**config.mk**
```make
export PLATFORM = sky130hd
export DESIGN_NAME = circular_deque
export DESIGN_NICKNAME = d
export VERILOG_FILES = /design/src/design/cdq_pkg.sv /design/src/design/cdq_ctrl.sv /design/src/design/cdq_datapath.sv /design/src/design/circular_deque.sv
export VERILOG_INCLUDE_DIRS = /design/src /design/src/design
export SDC_FILE = /design/constraint.sdc
export NUM_CORES = 1
export LEC_CHECK = 0
export BUFFER_PORTS_ARGS = -buffer_cell sky130_fd_sc_hd__buf_2
export CAP_MARGIN = 20
export CELL_PAD_IN_SITES_DETAIL_PLACEMENT = 0
export CELL_PAD_IN_SITES_GLOBAL_PLACEMENT = 2
export CORE_ASPECT_RATIO = 1.25
export CORE_MARGIN = 3
export CORE_UTILIZATION = 33
export CTS_CLUSTER_SIZE = 10
export DETAILED_ROUTE_END_ITERATION = 8
export PLACE_DENSITY = 0.62
export SETUP_SLACK_MARGIN = 0.3
export SYNTH_ARGS = -nofsm -noshare
export SYNTH_HDL_FRONTEND = slang
export SYNTH_SLANG_ARGS = --single-unit
```
**constraint.sdc**
```tcl
create_clock -name clk -period 5.6 [get_ports clk]
set_input_delay 1.12 -clock clk [delete_from_list [all_inputs] [get_ports clk]]
set_output_delay 1.12 -clock clk [all_outputs]
set_load 0.03 [all_outputs]
```
**src/design/circular_deque_assert.svh**
```systemverilog
// Assertion macros used by the design file circular_deque.sv.
// Each macro takes a label, an antecedent and a consequent.
// The clock is clk and the checks are switched off while arst_n is low.
`ifndef CIRCULAR_DEQUE_ASSERT_SVH
`define CIRCULAR_DEQUE_ASSERT_SVH

`ifndef SYNTH
`define CDQ_ASSERT_SAME(label, ante, cons) \
	label: assert property (@(posedge clk) disable iff (!arst_n) (ante) |-> (cons)) \
		else $error("circular_deque check failed");
`define CDQ_ASSERT_NEXT(label, ante, cons) \
	label: assert property (@(posedge clk) disable iff (!arst_n) (ante) |=> (cons)) \
		else $error("circular_deque check failed");
`else
`define CDQ_ASSERT_SAME(label, ante, cons)
`define CDQ_ASSERT_NEXT(label, ante, cons)
`endif

`endif

```
**src/design/cdq_pkg.sv**
```systemverilog
package cdq_pkg;

	localparam int DATA_W  = 32;
	localparam int FUNC_W  = 3;
	localparam int CAP_W   = 5;
	// Largest capacity the register can express.
	localparam int MAX_CAP = 31;

	localparam logic [CAP_W-1:0] CAP_RESET = 5'd16;
	localparam logic signed [DATA_W-1:0] EMPTY_MARK = 32'shFFFF_FFFF;

	// Operation codes; any other code behaves as a peek.
	localparam logic [FUNC_W-1:0] FN_INS_FRONT = 3'd0;
	localparam logic [FUNC_W-1:0] FN_INS_REAR  = 3'd1;
	localparam logic [FUNC_W-1:0] FN_DEL_FRONT = 3'd2;
	localparam logic [FUNC_W-1:0] FN_DEL_REAR  = 3'd3;
	localparam logic [FUNC_W-1:0] FN_PEEK      = 3'd4;

	typedef struct packed {
		logic [FUNC_W-1:0]        func;
		logic signed [DATA_W-1:0] item_value;
	} req_t;

	typedef struct packed {
		logic                     ok;
		logic signed [DATA_W-1:0] front_value;
		logic signed [DATA_W-1:0] rear_value;
		logic                     is_empty;
		logic                     is_full;
	} rsp_t;

	typedef enum logic [1:0] {
		ST_IDLE,
		ST_EXEC,
		ST_READ,
		ST_RESP
	} state_t;

	// Commands from the controller to the datapath.
	typedef struct packed {
		logic cfg_wr;
		logic load;
		logic exec;
		logic read;
	} cmd_t;

endpackage

```
**src/design/cdq_ctrl.sv**
```systemverilog
module cdq_ctrl (
	input  logic          clk,
	input  logic          arst_n,
	input  logic          req_valid,
	output logic          req_stall,
	output logic          rsp_valid,
	input  logic          rsp_stall,
	input  logic          cfg_valid,
	output logic          cfg_ready,
	output cdq_pkg::cmd_t cmd
);
	import cdq_pkg::*;

	state_t state_q;
	state_t state_d;

	always_ff @(posedge clk or negedge arst_n) begin
		if (!arst_n) begin
			state_q <= ST_IDLE;
		end else begin
			state_q <= state_d;
		end
	end

	always_comb begin
		state_d = state_q;
		case (state_q)
			ST_IDLE: begin
				if (req_valid) begin
					state_d = ST_EXEC;
				end
			end
			ST_EXEC: state_d = ST_READ;
			ST_READ: state_d = ST_RESP;
			ST_RESP: begin
				if (!rsp_stall) begin
					state_d = ST_IDLE;
				end
			end
			default: state_d = ST_IDLE;
		endcase
	end

	always_comb begin
		req_stall  = 1'b1;
		rsp_valid  = 1'b0;
		cfg_ready  = 1'b0;
		cmd        = '0;
		case (state_q)
			ST_IDLE: begin
				req_stall  = 1'b0;
				cfg_ready  = 1'b1;
				cmd.load   = req_valid;
				cmd.cfg_wr = cfg_valid;
			end
			ST_EXEC: cmd.exec = 1'b1;
			ST_READ: cmd.read = 1'b1;
			ST_RESP: rsp_valid = 1'b1;
			default: req_stall = 1'b1;
		endcase
	end

endmodule

```
**src/design/cdq_datapath.sv**
```systemverilog
module cdq_datapath #(
	parameter int DEPTH = 16
) (
	input  logic                         clk,
	input  logic                         arst_n,
	input  cdq_pkg::cmd_t                cmd,
	input  cdq_pkg::req_t                req,
	input  logic [cdq_pkg::CAP_W-1:0]    cfg_data,
	output cdq_pkg::rsp_t                rsp
);
	import cdq_pkg::*;

	// Only as many entries as the capacity register can reach are stored.
	localparam int USE_DEPTH = (DEPTH < MAX_CAP) ? DEPTH : MAX_CAP;
	localparam int PW        = (USE_DEPTH > 1) ? $clog2(USE_DEPTH) : 1;
	localparam logic [CAP_W-1:0] USE_CAP  = CAP_W'(USE_DEPTH);
	localparam logic [CAP_W-1:0] CAP_INIT = (USE_CAP < CAP_RESET) ? USE_CAP : CAP_RESET;

	logic [DATA_W-1:0] mem [USE_DEPTH];

	logic [FUNC_W-1:0]        func_q;
	logic signed [DATA_W-1:0] val_q;
	logic [CAP_W-1:0]         cap_q;
	logic [PW-1:0]            head_q;
	logic [PW-1:0]            tail_q;
	logic [CAP_W-1:0]         cnt_q;
	logic                     ok_q;
	logic [DATA_W-1:0]        front_q;
	logic [DATA_W-1:0]        rear_q;

	logic [CAP_W-1:0] cap_m1;
	logic [CAP_W-1:0] cap_new;
	logic [PW-1:0]    head_next;
	logic [PW-1:0]    head_prev;
	logic [PW-1:0]    tail_next;
	logic [PW-1:0]    tail_prev;
	logic [PW-1:0]    head_d;
	logic [PW-1:0]    tail_d;
	logic [CAP_W-1:0] cnt_d;
	logic [PW-1:0]    wr_addr;
	logic             wr_en;
	logic             ok_d;
	logic             full;
	logic             empty;

	assign cap_m1 = cap_q - 5'd1;

	// Pointer steps wrap at the capacity rather than at the store depth.
	assign head_next = (CAP_W'(head_q) == cap_m1) ? '0 : head_q + 1'b1;
	assign tail_next = (CAP_W'(tail_q) == cap_m1) ? '0 : tail_q + 1'b1;
	assign head_prev = (head_q == '0) ? PW'(cap_m1) : head_q - 1'b1;
	assign tail_prev = (tail_q == '0) ? PW'(cap_m1) : tail_q - 1'b1;

	assign full  = cnt_q >= cap_q;
	assign empty = cnt_q == '0;

	// A zero capacity acts as one; anything beyond the store acts as its size.
	always_comb begin
		cap_new = cfg_data;
		if (cfg_data == '0) begin
			cap_new = 5'd1;
		end else if (cfg_data > USE_CAP) begin
			cap_new = USE_CAP;
		end
	end

	always_comb begin
		head_d  = head_q;
		tail_d  = tail_q;
		cnt_d   = cnt_q;
		ok_d    = 1'b1;
		wr_en   = 1'b0;
		wr_addr = head_q;
		case (func_q)
			FN_INS_FRONT: begin
				if (full) begin
					ok_d = 1'b0;
				end else begin
					// An insert into an empty queue lands where both pointers sit.
					if (!empty) begin
						head_d = head_prev;
					end
					wr_en   = 1'b1;
					wr_addr = empty ? head_q : head_prev;
					cnt_d   = cnt_q + 5'd1;
				end
			end
			FN_INS_REAR: begin
				if (full) begin
					ok_d = 1'b0;
				end else begin
					if (!empty) begin
						tail_d = tail_next;
					end
					wr_en   = 1'b1;
					wr_addr = empty ? tail_q : tail_next;
					cnt_d   = cnt_q + 5'd1;
				end
			end
			FN_DEL_FRONT: begin
				if (empty) begin
					ok_d = 1'b0;
				end else begin
					// Removing the last entry leaves both pointers in place.
					if (cnt_q > 5'd1) begin
						head_d = head_next;
					end
					cnt_d = cnt_q - 5'd1;
				end
			end
			FN_DEL_REAR: begin
				if (empty) begin
					ok_d = 1'b0;
				end else begin
					if (cnt_q > 5'd1) begin
						tail_d = tail_prev;
					end
					cnt_d = cnt_q - 5'd1;
				end
			end
			default: ok_d = 1'b1;
		endcase
	end

	always_ff @(posedge clk) begin
		if (cmd.load) begin
			func_q <= req.func;
			val_q  <= req.item_value;
		end
	end

	always_ff @(posedge clk or negedge arst_n) begin
		if (!arst_n) begin
			cap_q  <= CAP_INIT;
			head_q <= '0;
			tail_q <= '0;
			cnt_q  <= '0;
			ok_q   <= 1'b0;
		end else if (cmd.cfg_wr) begin
			cap_q  <= cap_new;
			head_q <= '0;
			tail_q <= '0;
			cnt_q  <= '0;
		end else if (cmd.exec) begin
			head_q <= head_d;
			tail_q <= tail_d;
			cnt_q  <= cnt_d;
			ok_q   <= ok_d;
		end
	end

	always_ff @(posedge clk) begin
		if (cmd.exec && wr_en) begin
			mem[wr_addr] <= val_q;
		end
		if (cmd.read) begin
			front_q <= mem[head_q];
			rear_q  <= mem[tail_q];
		end
	end

	always_comb begin
		rsp.ok          = ok_q;
		rsp.is_empty    = empty;
		rsp.is_full     = full;
		rsp.front_value = empty ? EMPTY_MARK : front_q;
		rsp.rear_value  = empty ? EMPTY_MARK : rear_q;
	end

endmodule

```
**src/design/circular_deque.sv**
```systemverilog
// A request accepted in the idle state passes through the update and store-read
// states before its result is offered in the result-hold state. A new request is
// accepted only once the result has been taken; the controller steps through
// accept, update and write, store read, and result hold.
// Reset (arst_n, asynchronous, active low) empties the queue and sets the capacity
// to 16, or to DEPTH if that is smaller; the store contents are not cleared.
`include "circular_deque_assert.svh"

module circular_deque #(
	parameter int DEPTH = 16
) (
	input  logic                      clk,
	input  logic                      arst_n,
	input  logic                      req_valid,
	output logic                      req_stall,
	input  cdq_pkg::req_t             req,
	output logic                      rsp_valid,
	input  logic                      rsp_stall,
	output cdq_pkg::rsp_t             rsp,
	input  logic                      cfg_valid,
	output logic                      cfg_ready,
	input  logic [cdq_pkg::CAP_W-1:0] cfg_data
);
	import cdq_pkg::*;

	// The controller sequences each request and issues commands to the
	// datapath, which owns the pointers, the entry count, the capacity
	// register and the ring store.
	cmd_t cmd;

	// The controller accepts a request only when idle, so one request is in
	// flight at a time. Capacity writes are also taken only while idle; a
	// write clears both pointers and the count, which empties the queue.
	cdq_ctrl u_ctrl (
		.clk       (clk),
		.arst_n    (arst_n),
		.req_valid (req_valid),
		.req_stall (req_stall),
		.rsp_valid (rsp_valid),
		.rsp_stall (rsp_stall),
		.cfg_valid (cfg_valid),
		.cfg_ready (cfg_ready),
		.cmd       (cmd)
	);

	// The datapath latches the request, applies the operation to the pointers
	// and count (writing the store on an insert), then reads the front and
	// rear entries at both pointers into registers. The result is built from
	// those registers and holds steady while the output stalls.
	cdq_datapath #(
		.DEPTH (DEPTH)
	) u_datapath (
		.clk      (clk),
		.arst_n   (arst_n),
		.cmd      (cmd),
		.req      (req),
		.cfg_data (cfg_data),
		.rsp      (rsp)
	);

	// While a result is offered, no new request may enter.
	`CDQ_ASSERT_SAME(a_one_in_flight, rsp_valid, req_stall)
	// An accepted request never produces its result in the very next cycle.
	`CDQ_ASSERT_NEXT(a_no_early_rsp, req_valid && !req_stall, req_stall && !rsp_valid)
	// An empty queue reports the empty mark on both ends.
	`CDQ_ASSERT_SAME(a_empty_mark, rsp_valid && rsp.is_empty,
		rsp.front_value == EMPTY_MARK && rsp.rear_value == EMPTY_MARK)
	// The capacity is at least one, so a queue is never both empty and full.
	`CDQ_ASSERT_SAME(a_empty_full, rsp_valid, !(rsp.is_empty && rsp.is_full))

endmodule
```
==> impl_results.md, run 1 <==
- Die height: 335 microns
- Crit path required time: 4.48 ns
- Critical path depth: 6
- Final WL: 74.1 mm
- Static Leakage: 10.1 nW
- Slowest cell on crit path: a21oi_1
- Netlist cell types: 69
- # Max-Cap Violations: 0
- Initial Utilization: 33.4%
- # resized after CTS: 0
- Sequence of cells on the critical path: ha_1 -> nand2b_4 -> a2111o_1 -> a21oi_1 -> inv_1 -> buf_2
- Grt ovf: 0
- Final std cells w/o fill: 2683
- Synthesized instance count: about 1400
- Cts hold-fix bufs: 0
- ANT cells: 0
- Syn Std Cell Area: 0.0286 sq mm
- Die ar.: 0.0903 sq mm
- Largest net degree at the start of global routing: about 100
- Number of CTS-inserted buffers: 75
- Final Cycle Share: 75.7%
- DRC viols: 0
- Antenna-violating nets left: 0
- First-pass GRT wire length: between 100 and 150 mm
- Top cells by area, synth: edfxtp_1 64%, mux4_2 25%, dfrtp_1 1.7%
- Share of the synthesized area in the top cell type: about 64%
- DR vias: 14300
- Synth async-reset ratio: 3.32%
- Final setup viols: 0
- Unrepaired setup endpoints after global routing: no
- CP Class: reg2out
- Insertion delay to the later sink of the worst-skew pair: 0.62 ns
- Port bufs: 114
- Post-CTS setup buffer count: 0
- CTS Buffer Depth: 3
- Share of cells above drive strength 1: 43.3%
- Worst Path Arrival: 3.12 ns
- GPL Wtd Cong: 0.754
- Nets: approximately 1600
- Wirelength per Cell: 27.6 microns
- Worst Path Max Fanout: 11
- Worst path bufs/invs: 2
- Starting DRT DRC Count: 1048
- Slew HR: 28.3%
- Critical Path Start Type: flip-flop
- Initial antenna violation count: 1
- IO Count: 115
- Die W: 269 microns
- GRT Overall Usage: 16.7%
- Slowest stage delay, CP: 0.66 ns
- Seq/Total Area, Yosys: between 60% and 70%
- Design area: 0.0327 sq mm
- Worst slew pin tran: roughly 1.1 ns
- Clock skew: 0.0150 ns
- Placed cell area: ~0.031 sq mm
- DP Wirelength: approximately 43 mm
- Layout area overhead: 14.5%
- Top FF cell, synth: edfxtp_1
- Root buf cell: clkbuf_16
- Status: finished, final reports clean
- Core ar.: 0.0857 sq mm
- Syn_area_per_cell: ~21 sq um
- Clk sink count: roughly 630
- Pwr dens: 537 mW/mm^2
- Rows: 120
- Placed Instances: 2578
- DR vias/cell: 5.33
- Max rail drop VDD: between 0.0003 and 0.0004 V
- Final Hold Viols: 0
- Clk pin slew, worst setup/hold paths: around 0.060 ns
- Synth warn: 0
- 1st-pass router iterations: 5
- Fill cells: ~7700
- CP endpoint kind: output port
- Fin. max-slew vios: 0
- Setup TNS: 0 ns
- R2R depth: 9
- Synth Net Count: between 1000 and 1500
- Max Freq: 236 MHz
- Dominant cell type by area after synthesis: edfxtp_1
- CTS tree: done
- Number of synthesized flops with an enable pin: 611
- FF+latch count, synth: 632
- Hold WC Path Type: in2async
- Vias in the first global route: 16000
- CP top delay family: compound AO/OA/AOI/OAI gates
- H-tree levels: 3
- Tmin final: approximately 4.2 ns
[per-layer routing]
metal / part of all wire (%) / track usage [%]
met3: 4.5 / 2.69
met5: 0 / 0
met4: 2.2 / 4.96
met1: 41 / 21.0
met2: 53 / 29.8
[per-stage QoR]
| stage | hold slack, ns | power (mW) | utilization (%) | setup slack, ns |
|---|---|---|---|---|
| after floorplan | 0.484 | 11.4 | - | 0.516 |
| after global placement | 0.506 | 13.5 | 35.7 | 1.45 |
| after detailed placement | 0.511 | 13.5 | 35.7 | 1.40 |
| after CTS | 0.472 | 18.0 | 38.2 | 1.28 |
| after global routing | 0.512 | 18.6 | 38.2 | 1.12 |
| final | 0.496 | 17.6 | 38.2 | 1.36 |
[cell usage after synthesis, types with 4 or more instances]
cell type / number
mux2i_1: 4
dfrtp_1: 20
xnor2_1: 14
nand3_1: 8
and3_1: 5
nor2_1: 25
nor3_2: 4
a211oi_1: 9
mux4_2: 320
nand3b_1: 5
buf_4: 6
inv_1: 16
nor3_1: 21
clkbuf_1: 46
buf_2: 16
or2_2: 64
a31oi_1: 6
edfxtp_1: 611
ha_1: 17
o211ai_1: 4
buf_1: 29
o21ai_0: 17
nand2_1: 16
a21oi_1: 16
nor2b_1: 5
[power by group]
part	switching, mW	internal, mW
registers	0.593	5.92
clock network	1.82	2.56
logic	3.79	2.92
total	6.20	11.4
[layout by cell type, fill, tap and decap left out, types with 14 or more instances in the layout]
cell,count
or2_2,64
mux4_2,320
xnor2_1,14
ha_1,16
buf_2,114
edfxtp_1,611
inv_1,16
nor2_1,25
o21ai_0,17
buf_4,36
a21oi_1,16
nand2_1,16
clkbuf_1,17
clkbuf_16,79
[cells by family after synthesis]
| logic type | after synthesis | share of synthesized area [%] |
|---|---|---|
| buffers and inverters | 117 | 1.71 |
| xor gates and xnor gates | 17 | 0.521 |
| DFF | 632 | 66.0 |
| AOI/OAI and AO/OA | 84 | 2.10 |
| muxes | 325 | 25.4 |
| and+or+nand+nor | 175 | 3.56 |
| adders and majority gates | 17 | 0.744 |
[path summary, 6_finish.rpt]
path                                          end  slack (ns)                start
setup / recovery                           rsp[0]        1.36  u_datapath.cap_q[0]
hold / removal               u_datapath.tail_q[3]        0.50               arst_n
setup reg to reg           u_datapath.mem[14][19]        1.40  u_datapath.cap_q[0]
hold reg to reg                   u_datapath.ok_q        0.51      u_datapath.ok_q
max in group asynchronous    u_datapath.tail_q[1]        4.67               arst_n
min in group clk                  u_datapath.ok_q        0.51      u_datapath.ok_q
[registers in the layout (all words and copies together) (netlist names)]
signal and count:
u_datapath.head_q 4, u_datapath.mem 512, u_datapath.cap_q 5, u_datapath.val_q 32, u_datapath.ok_q 1, u_datapath.func_q 3
u_datapath.rear_q 32, u_datapath.cnt_q 5, u_datapath.front_q 32, u_datapath.tail_q 4, u_ctrl.state_q 2
[layout make-up]
| cell class | instances | area [sq um] | share of cell area [%] |
|---|---|---|---|
| clock buffers | 98 | 2070 | 6.32 |
| clock inverters | 7 | 70.1 | 0.214 |
| flip-flops and latches | 632 | 18900 | 57.7 |
| well taps | 1159 | 1450 | 4.43 |
| multi-input cells | 618 | 9340 | 28.5 |
| repair buffers | 151 | 861 | 2.63 |
| inverters | 18 | 67.6 | 0.206 |
Power figures use the tool's default switching activity.
==> run 2: changes to the inputs <==
==> constraint.sdc (replaced) <==
create_clock -name clk -period 4.2 [get_ports clk]
set_input_delay 0.84 -clock clk [delete_from_list [all_inputs] [get_ports clk]]
set_output_delay 0.84 -clock clk [all_outputs]
set_load 0.03 [all_outputs]
==> run 2 against run 1 <==
Against the previous run: combinational power up 40%; final area increased by 0.81%; die area is the same; clock-buffer cell count fell by 7; largest power group unchanged; sequential share of layout area decreased by 0.47 points.
==> impl_results.md, run 2 (synthesis gave the netlist of run 1 again) <==
- Vias in the first global route: 15900 (-0.58%)
- RR Endpoint: u_datapath.mem[12][13]
- Hold WC Path Type: in2async
- Max Freq: 270 MHz
- First-pass GRT wire length: 112 mm (+1.0%)
- Final Hold Viols: 0 (unchanged)
- Commonest non-fill, non-tap cell in the layout: edfxtp_1
- Core ar.: 0.0857 sq mm (unchanged)
- Clk pin slew, worst setup/hold paths: 0.06 ns (about the same)
- Reg with most FFs: u_datapath.mem
- Largest register FFs: 512 (unchanged)
- Worst slew pin tran: 1.00 ns (-0.0754 ns)
- Most frequent cells in the layout: 611 x edfxtp_1, 320 x mux4_2, 114 x buf_2
- ANT cells: 0 (unchanged)
- DR vias/cell: 5.41 (+1.5%)
- Register-to-register setup slack: 0.50 ns (-0.90 ns)
- Starting DRT DRC Count: 1147 (+9.4%)
- Static Leakage: 10.2 nW (+1.4%)
- Worst Path Arrival: 3.97 ns (+0.85 ns)
- GRT Overall Usage: 17.0% (+0.25 points)
- CP endpoint kind: flip-flop
- Fin worst setup slack: 0.499 ns (-0.861 ns)
- Register Area: 0.0189 sq mm (unchanged)
- Sw power: 8.50 mW (+37%)
- Pre-CTS setup slack: 0.404 ns (-0.998 ns)
- Pint: 15.2 mW (+34%)
- Unrepaired setup endpoints after global routing: no
- Critical Path Start Type: flip-flop
- Wl on met1: 31.4 mm (+4.6%)
- Initial antenna violation count: 0 (-1)
- CTS Buffer Depth: 3 (unchanged)
- Number of CTS-inserted buffers: 76 (+1.3%)
- Antenna-violating nets left: 0 (unchanged)
- Final setup viols: 0 (unchanged)
- Nets: 1581 (+1.5%)
- Clock skew: 0.0227 ns (+0.00770 ns)
- Root buf cell: clkbuf_16
- Layout area overhead: 15.4%
- Tmin final: 3.70 ns
- Worst r2r src: u_datapath.cap_q[0]
- Final Cycle Share: 88.1%
- IO Count: 115 (unchanged)
- CP Class: reg2reg
- Max rail drop VDD: 0.000345 V (-9.9%)
- CTS tree: done
- Setup TNS: 0 ns (unchanged)
- Area occupied by multi-input gates: 0.00944 sq mm (+1.1%)
- Share of cells above drive strength 1: 44.3% (+0.97 points)
- Initial Utilization: 33.4% (unchanged)
- Die height: 335 microns (unchanged)
- Comb power frac: 39.7% (+1.6 points)
- Grt ovf: 0 (unchanged)
- Reg power frac: 36.0% (-1.0 points)
- # Max-Cap Violations: 0 (unchanged)
- Top sig layer: met4
- Fin. max-slew vios: 0 (unchanged)
- Largest net degree at the start of global routing: 95 (-8.7%)
- Slew HR: 33.3% (+5.0 points)
- R2R depth: 10 (+1)
- Insertion delay to the later sink of the worst-skew pair: 0.63 ns (about the same)
- Metal3 WL: 3.13 mm (-5.5%)
- Die W: 269 microns (unchanged)
- Worst Path Max Fanout: 20 (+9)
- DP Wirelength: 46.4 mm (+7.9%)
- Fill cells: 7721 (+0.13%)
- Port bufs: 114 (unchanged)
- DR vias: 14600 (+2.4%)
- Final WL: 75.9 mm (+2.4%)
- 1st-pass router iterations: 5 (unchanged)
- Clock share of power: 24.4% (-0.5 points)
- Cts hold-fix bufs: 0 (unchanged)
- Die ar.: 0.0903 sq mm (unchanged)
- Rows: 120 (unchanged)
- Sw Ratio: 35.8% (+0.60 points)
- Crit path required time: 4.47 ns (about the same)
- Wirelength per Cell: 28.0 microns (+1.5%)
- Pwr dens: 718 mW/mm^2 (+34%)
- Met2 wire length: 39.1 mm (unchanged)
- H-tree levels: 3 (unchanged)
- DRC viols: 0 (unchanged)
- Clk sink count: 632 (unchanged)
- Status: finished, final reports clean
- GPL Wtd Cong: 0.761 (+0.93%)
run 2: changes by cell type in the layout (fill, tap and decap cells not counted), sizes merged:
cell | before | now
clkinv | 3 | 9
inv | 21 | 23
buf | 151 | 173
clkbuf | 98 | 91
run 2: worst max path at each step:
stage	startpoint	endpoint	slack, ns	cells after the start
after detailed placement	u_datapath.cap_q[0]	u_datapath.mem[7][10]	0.40	10
final	u_datapath.cap_q[0]	u_datapath.mem[12][13]	0.50	10
after floorplan	u_datapath.cnt_q[0]	u_datapath.mem[12][0]	0.09	10
after global placement	u_datapath.cap_q[0]	u_datapath.mem[6][6]	0.47	8
after global routing	u_datapath.cap_q[0]	u_datapath.mem[12][13]	0.31	10
after CTS	u_datapath.cap_q[0]	u_datapath.mem[14][15]	0.38	10
run 2: critical path, cell delays in order (launching register included):
cell and delay, ns:
dfrtp_1 0.59, ha_1 0.32, nand2b_4 0.14, a2111o_1 0.44, a21oi_1 0.15, buf_4 0.21, a31oi_1 0.09, a221o_1 0.39
or3b_4 0.48, nor3_4 0.15, buf_4 0.38
run 2: through the flow:
stage                     cells  util [%]  total power, mW  hold slack (ns)  cell area (sq um)
after detailed placement   2598      36.0             18.3            0.534              30900
after global placement     2598      36.0             18.3            0.521              30900
after CTS                  2704      38.5             24.2            0.206              33000
after floorplan            1367         -             15.2            0.484              28700
after global routing       2706      38.5             25.0            0.248              33000
final                      2706      38.5             23.7            0.221              33000
run 2: metal layers:
layer  vias up  global-route usage (%)
met5         -                       0
met4         0                    5.52
met3       118                    2.84
met2       372                    29.3
met1      8006                    21.9
li1       6149                       -
run 2: power groups by stage:
stage	sequential, mW	clock (mW)	combinational [mW]
2_1_floorplan	8.24	0	6.98
3_3_place_gp	8.64	0	9.63
3_5_place_dp	8.66	0	9.61
4_1_cts	8.54	5.96	9.65
5_1_grt	8.62	6.22	10.1
6_report	8.53	5.78	9.41
run 2: final cells by class:
| type | instances | share of cell area [%] |
|---|---|---|
| clock inverter | 15 | 0.307 |
| tap | 1159 | 4.39 |
| sequential | 632 | 57.2 |
| multi-input combinational | 618 | 28.6 |
| timing repair buffer | 173 | 3.26 |
| clock buffer | 91 | 6.02 |
| inverter | 18 | 0.205 |
run 2: repair_timing:
| item | 4_1_cts | 5_1_grt |
|---|---|---|
| buffers inserted | 0 | 2 |
| setup endpoints to repair | 0 | 334 |
| hold endpoints to repair | 0 | 0 |
| gates resized for setup | 0 | 4 |
==> run 3: changes to the inputs <==
--- a/config.mk
+++ b/config.mk
@@ -6,6 +6,7 @@
 export SDC_FILE = /design/constraint.sdc
 export NUM_CORES = 1
 export LEC_CHECK = 0
+export ABC_AREA = 1
 export BUFFER_PORTS_ARGS = -buffer_cell sky130_fd_sc_hd__buf_2
 export CAP_MARGIN = 20
 export CELL_PAD_IN_SITES_DETAIL_PLACEMENT = 0
@@ -15,7 +16,8 @@
 export CORE_UTILIZATION = 33
 export CTS_CLUSTER_SIZE = 10
 export DETAILED_ROUTE_END_ITERATION = 8
-export PLACE_DENSITY = 0.62
+export HOLD_SLACK_MARGIN = 0.05
+export PLACE_DENSITY = 0.71
 export SETUP_SLACK_MARGIN = 0.3
 export SYNTH_ARGS = -nofsm -noshare
 export SYNTH_HDL_FRONTEND = slang
==> run 3 against run 2 <==
Against the previous run: clock skew down 0.0043 ns; hold slack improved by 0.013 ns; wire length up 26%; clock-buffer cell count increased by 4.
==> impl_results.md, run 3 <==
- Hold WC Path Type: in2async
- Sw Ratio: 43.4% (+7.6 points)
- CP endpoint: rsp[24]
- Clock share of power: 23.2% (-1.2 points)
- Reg with most FFs: u_datapath.mem
- Insertion delay to the later sink of the worst-skew pair: 0.62 ns (about the same)
- Core ar.: 0.0903 sq mm (+5.4%)
- Most frequent cell after synthesis: edfxtp_1
- CTS Buffer Depth: 3 (unchanged)
- Initial antenna violation count: 0 (unchanged)
- Comb power frac: 43.8% (+4.1 points)
- Synth Net Count: 3018 (+110%)
- Crit path required time: 3.36 ns (-1.11 ns)
- Sw power: 11.2 mW (+31%)
- Worst Path Max Fanout: 69 (+250%)
- Largest family of logic cells by synthesized area: compound AO/OA/AOI/OAI gates
- Final setup viols: 0 (unchanged)
- GRT Overall Usage: 19.7% (+2.7 points)
- Final Hold Viols: 0 (unchanged)
- Register Area: 0.0189 sq mm (about the same)
- Worst slew pin tran: 1.07 ns (+0.0715 ns)
- CTS tree: done
- Number of synthesized flops with an enable pin: 611 (unchanged)
- Most frequent cells in the layout: 611 x edfxtp_1, 596 x o21ai_0, 293 x nand2_1
- Register-to-register setup slack: 0.87 ns (+0.37 ns)
- CP Class: reg2out
- Clk pin slew, worst setup/hold paths: 0.06 ns (about the same)
- Synth warn: 0 (unchanged)
- Synth Area in XOR/XNOR: 0.378% (-0.14 points)
- H-tree levels: 3 (unchanged)
- Die height: 344 microns (+2.6%)
- Share of cells above drive strength 1: 12.9% (-31 points)
- Commonest non-fill, non-tap cell in the layout: edfxtp_1
- Slew HR: 28.6% (-4.8 points)
- CP startpoint: u_datapath.cnt_q[0]
- GPL Wtd Cong: 0.827 (+8.8%)
- Top cells by area, synth: edfxtp_1 61%, o21ai_0 9.9%, a21oi_1 4.5%
- Post-Synth Adder-Cell Area: 0.706% (-0.038 points)
- Pwr dens: 753 mW/mm^2 (+4.8%)
- Die W: 276 microns (+2.6%)
- Post-CTS setup buffer count: 0 (unchanged)
- 1st-pass router iterations: 6 (+1)
- R2R depth: 14 (+4)
- Synth Area in Compound Gates: 18.7% (+17 points)
- IO Count: 115 (unchanged)
- Met2 wire length: 46.3 mm (+18%)
- Port bufs: 114 (unchanged)
- Fill cells: 8778 (+14%)
- Dominant cell type by area after synthesis: edfxtp_1
- # Max-Cap Violations: 0 (unchanged)
- Synth async-reset ratio: 3.32% (unchanged)
- Final WL: 95.7 mm (+26%)
- DRC viols: 0 (unchanged)
- Status: finished, final reports clean
- Syn_area_per_cell: 10.2 sq um (-51%)
- Max Freq: 278 MHz (+2.9%)
- Rows: 123 (+2.5%)
- Top sig layer: met4
- Reg power frac: 33.0% (-3.0 points)
- Top FF cell, synth: edfxtp_1
- RR Endpoint: u_datapath.mem[1][29]
- Metal3 WL: 4.59 mm (+47%)
- FF+latch count, synth: 632 (unchanged)
- Largest net degree at the start of global routing: 240 (+150%)
- Pint: 14.6 mW (-4.3%)
- Final std cells w/o fill: 4199 (+55%)
- Area occupied by multi-input gates: 0.00967 sq mm (+2.5%)
- Static Leakage: 11.7 nW (+15%)
- Clk sink count: 632 (unchanged)
- Vias in the first global route: 22600 (+42%)
- Placed Instances: 4090 (+57%)
- Initial Utilization: 33.4% (about the same)
- Share of the synthesized area in the top cell type: 60.9% (-3.3 points)
- Starting DRT DRC Count: 2112 (+84%)
- Worst Path Arrival: 2.76 ns (-1.21 ns)
- Fin. max-slew vios: 0 (unchanged)
- Max rail drop VDD: 0.000532 V (+54%)
- Post-synth top cells: 611 x edfxtp_1, 596 x o21ai_0, 293 x nand2_1
- Die ar.: 0.0950 sq mm (+5.3%)
- Simple-gate area share of the yosys netlist: 11.8% (+8.2 points)
- Tmin final: 3.60 ns (-0.104 ns)
- Final Cycle Share: 85.6% (-2.5 points)
- Layout area overhead: 13.4%
- DP Wirelength: 52.1 mm (+12%)
- Fraction of synthesized area in multiplexers: 0% (-25 points)
- Nets: 3043 (+92%)
- Unrepaired setup endpoints after global routing: no
- Wl on met1: 41.9 mm (+33%)
- Critical Path Start Type: flip-flop
- Clock skew: 0.0184 ns (-0.00434 ns)
- Cts hold-fix bufs: 0 (unchanged)
- DR vias: 22800 (+56%)
- First-pass GRT wire length: 143 mm (+28%)
- Root buf cell: clkbuf_16
- Wirelength per Cell: 22.8 microns (-19%)
- Antenna-violating nets left: 0 (unchanged)
- Worst r2r src: u_datapath.cap_q[4]
- Grt ovf: 0 (unchanged)
- Netlist cell types: 43 (-38%)
- Largest register FFs: 512 (unchanged)
- Seq/Total Area, Yosys: 62.6% (-3.4 points)
- DR vias/cell: 5.44 (+0.43%)
- Synthesized instance count: 2956 (+120%)
- Setup TNS: 0 ns (unchanged)
- CP endpoint kind: output port
- Number of CTS-inserted buffers: 76 (unchanged)
- Syn Std Cell Area: 0.0301 sq mm (+5.4%)
-- run 3: changes by cell type after synthesis, moves of 11 or more --
| cell | delta |
|---|---|
| nor2_1 | +213 |
| nand2_1 | +277 |
| buf_2 | +43 |
| mux4_2 | -320 |
| a21oi_1 | +253 |
| o211ai_1 | +126 |
| o21ai_0 | +579 |
| xnor2_1 | -11 |
| nand2_2 | +11 |
| clkbuf_1 | +80 |
| nor3_1 | -18 |
| o21ai_1 | +36 |
| nand3_1 | +162 |
| inv_1 | +192 |
-- run 3: layer usage --
metal	GRT usage [%]	vias to the layer above
met5	0	-
met4	7.55	0
met3	2.20	175
met2	33.6	698
met1	25.8	11400
li1	-	10600
-- run 3: repair_timing --
| action | CTS | global route |
|---|---|---|
| resized for setup | 1 | 1 |
| pin swaps | 0 | 0 |
| endpoints found under the setup margin | 58 | 12 |
| endpoints found under the hold margin | 0 | 0 |
-- run 3: layout make-up --
cell class	count	area share [%]
multi-input cells	1886	28.3
inverters	217	2.40
well taps	1187	4.35
clock inverters	13	0.421
diodes	1	0.00732
clock buffers	95	5.87
flip-flops and latches	632	55.3
repair buffers	168	3.39
-- run 3: cells by family (layout without fill, tap and decap cells) --
kind of cell,count (synthesis),in the layout
adders and majority gates,17,17
DFF,632,632
AOI/OAI and AO/OA,1053,1053
and+or+nand+nor,803,803
buffers and inverters,438,493
xor gates and xnor gates,13,13
other,0,1
-- run 3: worst min-delay path by stage --
| stage | slack [ns] | cells past startpoint | end | start |
|---|---|---|---|---|
| finish | 0.23 | 1 | u_datapath.cap_q[1] | arst_n |
| detailed placement | 0.51 | 2 | u_datapath.cap_q[4] | u_datapath.cap_q[4] |
| CTS | 0.20 | 1 | u_datapath.tail_q[2] | arst_n |
| floorplan | 0.49 | 2 | u_datapath.cap_q[4] | u_datapath.cap_q[4] |
| global placement | 0.51 | 2 | u_datapath.cap_q[4] | u_datapath.cap_q[4] |
| global route | 0.24 | 1 | u_datapath.tail_q[2] | arst_n |
-- run 3: power by group through the flow --
stage	combinational, mW	clock, mW	sequential (mW)
floorplan	7.82	0	8.31
global placement	11.3	0	8.61
detailed placement	11.4	0	8.63
CTS	11.4	6.14	8.51
global route	12.5	6.36	8.58
finish	11.3	5.96	8.50
-- run 3: worst max-delay path, cell delays in order, from the launching register on --
cell	delay, ns
dfrtp_1	0.41
inv_1	0.17
ha_1	0.17
inv_1	0.06
nor2_1	0.11
nand2_2	0.19
inv_2	0.14
clkbuf_8	0.45
or2_2	0.20
buf_2	0.19
-- run 3: metrics by stage --
stage               utilization [%]  setup slack (ns)  area [sq um]  hold WS (ns)  total power, mW
floorplan                         -             0.454         30100         0.487             16.1
global placement               35.4             0.897         32000         0.510             19.9
detailed placement             35.4             0.856         32000         0.514             20.0
CTS                            37.8             0.460         34200         0.203             26.1
global route                   37.8             0.326         34200         0.240             27.4
finish                         37.8             0.603         34200         0.234             25.7
